### config.mk
export PLATFORM = sky130hd
export DESIGN_NAME = pm0_ctrl
export DESIGN_NICKNAME = d
export VERILOG_FILES = /design/src/sv/pm0_pkg.sv /design/src/sv/pm0_ctrl.sv
export SDC_FILE = /design/constraint.sdc
export NUM_CORES = 1
export LEC_CHECK = 0
export BUFFER_PORTS_ARGS = -buffer_cell sky130_fd_sc_hd__buf_2
export CAP_MARGIN = 20
export CORE_MARGIN = 1
export CORE_UTILIZATION = 24
export CTS_CLUSTER_DIAMETER = 100
export CTS_CLUSTER_SIZE = 10
export DETAILED_ROUTE_END_ITERATION = 10
export GPL_ROUTABILITY_DRIVEN = 0
export GPL_TIMING_DRIVEN = 0
export PLACE_DENSITY_LB_ADDON = 0.1
export SYNTH_ARGS = -nofsm -noshare
export SYNTH_HDL_FRONTEND = slang
export SYNTH_SLANG_ARGS = --single-unit
export TNS_END_PERCENT = 100
### constraint.sdc
create_clock -name clk -period 5.35 [get_ports clk]
set_clock_uncertainty 0.2 [all_clocks]
set_input_delay 0.2675 -clock clk [delete_from_list [all_inputs] [get_ports clk]]
set_output_delay 0.2675 -clock clk [all_outputs]
set_load 0.03 [all_outputs]
### src/sv/pm0_pkg.sv
// Package: PM/0 stack machine types and codes.
package pm0_pkg;

  localparam logic [3:0] OP_LIT = 4'd1;
  localparam logic [3:0] OP_OPR = 4'd2;
  localparam logic [3:0] OP_LOD = 4'd3;
  localparam logic [3:0] OP_STO = 4'd4;
  localparam logic [3:0] OP_CAL = 4'd5;
  localparam logic [3:0] OP_INC = 4'd6;
  localparam logic [3:0] OP_JMP = 4'd7;
  localparam logic [3:0] OP_JPC = 4'd8;
  localparam logic [3:0] OP_SYS = 4'd9;

  localparam logic [31:0] OPR_RTN = 32'd0;
  localparam logic [31:0] OPR_NEG = 32'd1;
  localparam logic [31:0] OPR_ADD = 32'd2;
  localparam logic [31:0] OPR_SUB = 32'd3;
  localparam logic [31:0] OPR_MUL = 32'd4;
  localparam logic [31:0] OPR_DIV = 32'd5;
  localparam logic [31:0] OPR_EQL = 32'd6;
  localparam logic [31:0] OPR_NEQ = 32'd7;
  localparam logic [31:0] OPR_LSS = 32'd8;
  localparam logic [31:0] OPR_LEQ = 32'd9;
  localparam logic [31:0] OPR_GTR = 32'd10;
  localparam logic [31:0] OPR_GEQ = 32'd11;

  localparam logic [31:0] SYS_OUT = 32'd1;
  localparam logic [31:0] SYS_IN  = 32'd2;
  localparam logic [31:0] SYS_HLT = 32'd3;

  localparam logic [1:0] ST_RUN  = 2'd0;
  localparam logic [1:0] ST_HALT = 2'd1;
  localparam logic [1:0] ST_DIV0 = 2'd2;

  localparam int RESET_BP = 480;
  localparam int RESET_SP = 481;

  // address select for the memory port
  typedef enum logic [3:0] {
    A_SP     = 4'd0,
    A_SP_P1  = 4'd1,
    A_SP_M1  = 4'd2,
    A_SP_M2  = 4'd3,
    A_SP_M3  = 4'd4,
    A_BP_M1  = 4'd5,
    A_BP_M2  = 4'd6,
    A_WALK   = 4'd7,
    A_FRAME  = 4'd8,
    A_CLR    = 4'd9
  } addr_sel_t;

  typedef enum logic [2:0] {
    D_OPA  = 3'd0,
    D_ALU  = 3'd1,
    D_BP   = 3'd2,
    D_PC   = 3'd3,
    D_WALK = 3'd4,
    D_READ = 3'd5,
    D_OPND = 3'd6,
    D_ZERO = 3'd7
  } data_sel_t;

  typedef struct packed {
    logic      capture;   // latch input transaction
    addr_sel_t addr;
    logic      rd;
    logic      wr;
    data_sel_t wdata;
    logic      ld_a;      // capture read data into A
    logic      ld_b;      // capture read data into B
    logic      ld_walk;   // walk pointer <= wrapped read data
    logic      walk_init; // walk pointer <= BP
    logic      lvl_dec;
    logic      clr_inc;
    logic      div_start;
    logic      commit;    // update pointers and form result
  } pm0_cmd_t;

  typedef struct packed {
    logic [3:0] opcode;
    logic       lvl_zero;
    logic       halted;
    logic       clr_done;
    logic       div_done;
    logic       opr_rtn;
    logic       opr_neg;
    logic       opr_bin;
    logic       opr_div;
    logic       sys_out;
    logic       sys_in;
  } pm0_stat_t;

endpackage

### src/sv/pm0_ctrl.sv
// Controller state machine sequencing one instruction.
module pm0_ctrl (
  input  logic               clk,
  input  logic               rst,
  input  logic               in_valid,
  output logic               in_ready,
  output logic               out_valid,
  input  logic               out_ready,
  input  pm0_pkg::pm0_stat_t stat,
  output pm0_pkg::pm0_cmd_t  cmd
);
  typedef enum logic [10:0] {
    S_CLEAR = 11'b00000000001,
    S_IDLE  = 11'b00000000010,
    S_DEC   = 11'b00000000100,
    S_WALK  = 11'b00000001000,
    S_WWAIT = 11'b00000010000,
    S_RDA   = 11'b00000100000,
    S_RDB   = 11'b00001000000,
    S_DIV   = 11'b00010000000,
    S_WR    = 11'b00100000000,
    S_CAL2  = 11'b01000000000,
    S_DONE  = 11'b10000000000
  } state_t;

  state_t state, state_next;
  logic [1:0] ph, ph_next;

  logic is_walk;
  assign is_walk = stat.opcode == pm0_pkg::OP_LOD || stat.opcode == pm0_pkg::OP_STO ||
                   stat.opcode == pm0_pkg::OP_CAL;

  assign in_ready = (state == S_IDLE);

  always_ff @(posedge clk) begin
    if (rst) begin
      state     <= S_CLEAR;
      ph        <= '0;
      out_valid <= 1'b0;
    end else begin
      state <= state_next;
      ph    <= ph_next;
      if (cmd.commit) out_valid <= 1'b1;
      else if (out_ready) out_valid <= 1'b0;
    end
  end

  always_comb begin
    cmd = '0;
    cmd.addr  = pm0_pkg::A_SP;
    cmd.wdata = pm0_pkg::D_ZERO;
    state_next = state;
    ph_next = ph;
    case (state)
      S_CLEAR: begin
        cmd.addr = pm0_pkg::A_CLR;
        cmd.wr = 1'b1;
        cmd.clr_inc = 1'b1;
        if (stat.clr_done) state_next = S_IDLE;
      end
      S_IDLE: begin
        cmd.walk_init = 1'b1;
        ph_next = '0;
        if (in_valid && in_ready) begin
          cmd.capture = 1'b1;
          state_next = S_DEC;
        end
      end
      S_DEC: begin
        if (stat.halted) state_next = S_DONE;
        else if (is_walk) state_next = S_WALK;
        else state_next = S_RDA;
      end
      S_WALK: begin
        if (stat.lvl_zero) begin
          state_next = S_RDA;
        end else begin
          cmd.addr = pm0_pkg::A_WALK;
          state_next = S_WWAIT;
        end
      end
      S_WWAIT: begin
        cmd.ld_walk = 1'b1;
        cmd.lvl_dec = 1'b1;
        state_next = S_WALK;
      end
      // issue read A
      S_RDA: begin
        cmd.rd = 1'b1;
        case (stat.opcode)
          pm0_pkg::OP_LOD: cmd.addr = pm0_pkg::A_FRAME;
          pm0_pkg::OP_OPR: cmd.addr = stat.opr_rtn ? pm0_pkg::A_BP_M1 :
                                      stat.opr_neg ? pm0_pkg::A_SP : pm0_pkg::A_SP_P1;
          default:         cmd.addr = pm0_pkg::A_SP;
        endcase
        state_next = S_RDB;
        ph_next = '0;
      end
      S_RDB: begin
        if (ph == 2'd0) begin
          cmd.ld_a = 1'b1;
          cmd.ld_b = 1'b1;
          cmd.addr = stat.opr_rtn ? pm0_pkg::A_BP_M2 : pm0_pkg::A_SP;
          ph_next = 2'd1;
        end else begin
          if (stat.opcode == pm0_pkg::OP_OPR && (stat.opr_rtn || stat.opr_bin))
            cmd.ld_b = 1'b1;
          if (stat.opcode == pm0_pkg::OP_OPR && stat.opr_div) begin
            cmd.div_start = 1'b1;
            state_next = S_DIV;
          end else begin
            state_next = S_WR;
          end
          ph_next = '0;
        end
      end
      S_DIV: begin
        if (stat.div_done) state_next = S_WR;
      end
      S_WR: begin
        state_next = S_DONE;
        case (stat.opcode)
          pm0_pkg::OP_LIT: begin
            cmd.wr = 1'b1; cmd.addr = pm0_pkg::A_SP_M1; cmd.wdata = pm0_pkg::D_OPND;
          end
          pm0_pkg::OP_LOD: begin
            cmd.wr = 1'b1; cmd.addr = pm0_pkg::A_SP_M1; cmd.wdata = pm0_pkg::D_OPA;
          end
          pm0_pkg::OP_STO: begin
            cmd.wr = 1'b1; cmd.addr = pm0_pkg::A_FRAME; cmd.wdata = pm0_pkg::D_OPA;
          end
          pm0_pkg::OP_OPR: begin
            if (stat.opr_neg) begin
              cmd.wr = 1'b1; cmd.addr = pm0_pkg::A_SP; cmd.wdata = pm0_pkg::D_ALU;
            end else if (stat.opr_bin) begin
              cmd.wr = 1'b1; cmd.addr = pm0_pkg::A_SP_P1; cmd.wdata = pm0_pkg::D_ALU;
            end
          end
          pm0_pkg::OP_CAL: begin
            cmd.wr = 1'b1; cmd.addr = pm0_pkg::A_SP_M1; cmd.wdata = pm0_pkg::D_WALK;
            state_next = S_CAL2;
            ph_next = '0;
          end
          pm0_pkg::OP_SYS: begin
            if (stat.sys_in) begin
              cmd.wr = 1'b1; cmd.addr = pm0_pkg::A_SP_M1; cmd.wdata = pm0_pkg::D_READ;
            end
          end
          default: ;
        endcase
      end
      S_CAL2: begin
        cmd.wr = 1'b1;
        if (ph == 2'd0) begin
          cmd.addr = pm0_pkg::A_SP_M2; cmd.wdata = pm0_pkg::D_BP;
          ph_next = 2'd1;
        end else begin
          cmd.addr = pm0_pkg::A_SP_M3; cmd.wdata = pm0_pkg::D_PC;
          state_next = S_DONE;
        end
      end
      // wait here while the previous result is still held
      S_DONE: begin
        if (!out_valid || out_ready) begin
          cmd.commit = 1'b1;
          state_next = S_IDLE;
        end
      end
      default: state_next = S_IDLE;
    endcase
  end
endmodule

==> flow_metrics.tcl <==
set metrics [dict create \
    cts_htree_levels 1 \
    clock.fmax_ghz 0.319 \
    slew_viol_final 0 \
    antenna_cells 0 \
    cp-startpoint "state[7]" \
    power.leakage_nw 0.640 \
    cts_resized 0 \
    whs_ns 0.0649 \
    min_path_type "input pin to flop" \
    layout_commonest_cell "buf_2" \
    synth_edf_count 0 \
    clk_pin_slew_ns 0.06 \
    avgSynthCellArea_um2 6.80 \
    cts_max_path_buffers 2 \
    die_x_um 73 \
    vdd_drop_max_mv 0.0783 \
    critPathKind "flop to output pin" \
    synthArstFlopShare_pct 0 \
    hp-start "in_valid" \
    row_count 25 \
    timing.rr.start "state[7]" \
    p_per_area_nw_per_um2 179 \
    synthToLayoutAreaGrowth_pct 25.1 \
    finalNetCount 236 \
    cts_sinks 13 \
    drive_gt1_share_pct 24.9 \
    final_hold_viol_count 0 \
    cts-root-buf "clkbuf_8" \
    port_buffers 35 \
    grt_pass1_wl_um 5920 \
    initial_utilization_pct 25.3 \
    period_share_pct 58.5 \
    syn-num-nets 196 \
    postCtsHoldBufs 0 \
    viasPerCell 4.76 \
    synth_seq_cells 13 \
    setup_viol 0 \
    fin_tns_setup_ns 0 \
    synthCells 178 \
    fp.dieH_um 73 \
    grt_max_degree 11 \
    cts_tree "yes" \
    status "finished, final reports clean" \
    critPathLaunchType "flop" \
    tightest_slew_ns 0.951 \
    numCtsBuffers 3 \
    gr-total-overflow 0 \
    cp_max_fo 10 \
    p_comb_share_pct 28.4 \
    vias 1351 \
    yosysWarnings 0 \
    rsz0062_at_grt "no" \
    power_mw 0.271 \
    max-cap-violations 0 \
    postCtsSetupRepairBufs 0 \
    drt-total-wl_um 3720 \
    avgRoutedWirePerCell_um 13.1 \
    dp_hpwl_um 2860 \
    multiInputGateArea_um2 821 \
    die_area_um2 5330 \
    antenna_found_initial 0 \
    switching_share_pct 33.3 \
    grt_pass1_vias 1219 \
    min_period_ns 3.13 \
    boundaryPins 38 \
    final_cell_mix "buf_2 (39), nor2_1 (22), o21ai_0 (17)" \
    ant_nets 0 \
    p_int_mw 0.181 \
    grt_usage_pct 14.5 \
    p_seq_share_pct 37.2 \
    num-fill-cells 543 \
    coreArea_um2 4790 \
    synth-main-ff-cell "dfxtp_1" \
    cp_data_arrival_time_ns 2.66 \
    p_sw_mw 0.0902 \
    insertion_delay_ns 0.25 \
    regArea_um2 260 \
    drc 0 \
    drt_iter0_drc 68 \
    ys_seq_area_share_pct 21.5 \
    required_ns 4.88 \
    netlist_area_um2 1210 \
    yosysUniqueCellTypes 44 \
    end_kind "output pin" \
    first_pass_iters 4 \
    pwr-share-clk_pct 34.4 \
    max_slew_margin_pct 35.7 \
]
-- power groups by stage --
stage / Combinational (mW) / Clock (mW) / Sequential (mW)
5_1_grt: 0.0844 / 0.100 / 0.101
3_3_place_gp: 0.0780 / 0 / 0.103
3_5_place_dp: 0.0766 / 0 / 0.103
4_1_cts: 0.0770 / 0.0945 / 0.101
6_report: 0.0770 / 0.0931 / 0.101
2_1_floorplan: 0.0541 / 0 / 0.103
-- state kept, by name, indices dropped and copies added, names as in the netlist --
name	flops
state	11
out_valid	1
ph	1
-- logic make-up after synthesis --
kind of cell | synth area share [%]
flops | 21.5
xor+xnor | 2.17
compound gates | 26.9
simple gates | 38.8
buf+inv | 10.7
-- cell usage after synthesis, types with 2 or more instances --
library cell  instances  share of area [%]
buf_2                 4                1.7
nor2b_1               6                3.1
a21boi_0              2                1.2
a211o_1               2                1.4
nand2b_1              8                4.1
o21ai_0              17                7.0
a21oi_1              13                5.4
nor2_1               22                6.8
nand2_1               9                2.8
nand3_1               5                2.1
nor3_1                7                2.9
buf_4                 2                1.2
buf_6                 2                1.9
xor2_1                3                2.2
inv_1                 9                2.8
clkbuf_1              9                2.8
nor3b_1               2                1.2
nor4_1                4                2.1
or4_1                 2                1.2
or3_1                 5                2.6
a31oi_1               3                1.6
o22ai_1               4                2.1
nand4_1               2                1.0
nor4b_1               3                2.2
and2_1                2                1.0
dfxtp_1              13                 22
-- path summary, 6_finish.rpt --
kind                    end  slack (ns)  depth (start not counted)
setup / recovery    cmd[13]        2.22                          7
hold / removal     state[1]        0.06                          2
setup reg to reg  state[10]        2.84                          8
hold reg to reg   out_valid        0.39                          2
-- through the flow --
step / util, % / std cells / setup WS, ns / instance area, µm²
2_1_floorplan: - / 178 / 2.35 / 1210
3_3_place_gp: 30.7 / 280 / 2.50 / 1470
3_5_place_dp: 30.7 / 280 / 2.50 / 1470
4_1_cts: 31.6 / 284 / 2.20 / 1510
5_1_grt: 31.6 / 284 / 2.00 / 1510
6_report: 31.6 / 284 / 2.22 / 1510
-- layout make-up --
class	count	area share, %
multi-input cells	138	54.2
flip-flops and latches	13	17.2
repair buffers	35	11.6
plain buffers	17	6.03
well taps	67	5.54
clock buffers	4	2.98
inverters	10	2.48
-- worst max-delay path: stages (launching register included) --
cell	delay, ns
dfxtp_1	0.30
clkbuf_1	0.17
or4_1	0.49
buf_2	0.20
nor4_2	0.58
a41oi_1	0.21
o2111ai_1	0.23
buf_2	0.23
-- routing by layer --
layer	share of wire (%)	wire, µm	global-route usage [%]	up-vias
met5	0	0	0	-
met4	0.86	32	4.58	0
met3	4.5	169	3.87	4
met2	43	1600	21.3	30
met1	51	1910	20.5	603
li1	-	-	-	714
Note: power is estimated with default switching activity, not from simulation.
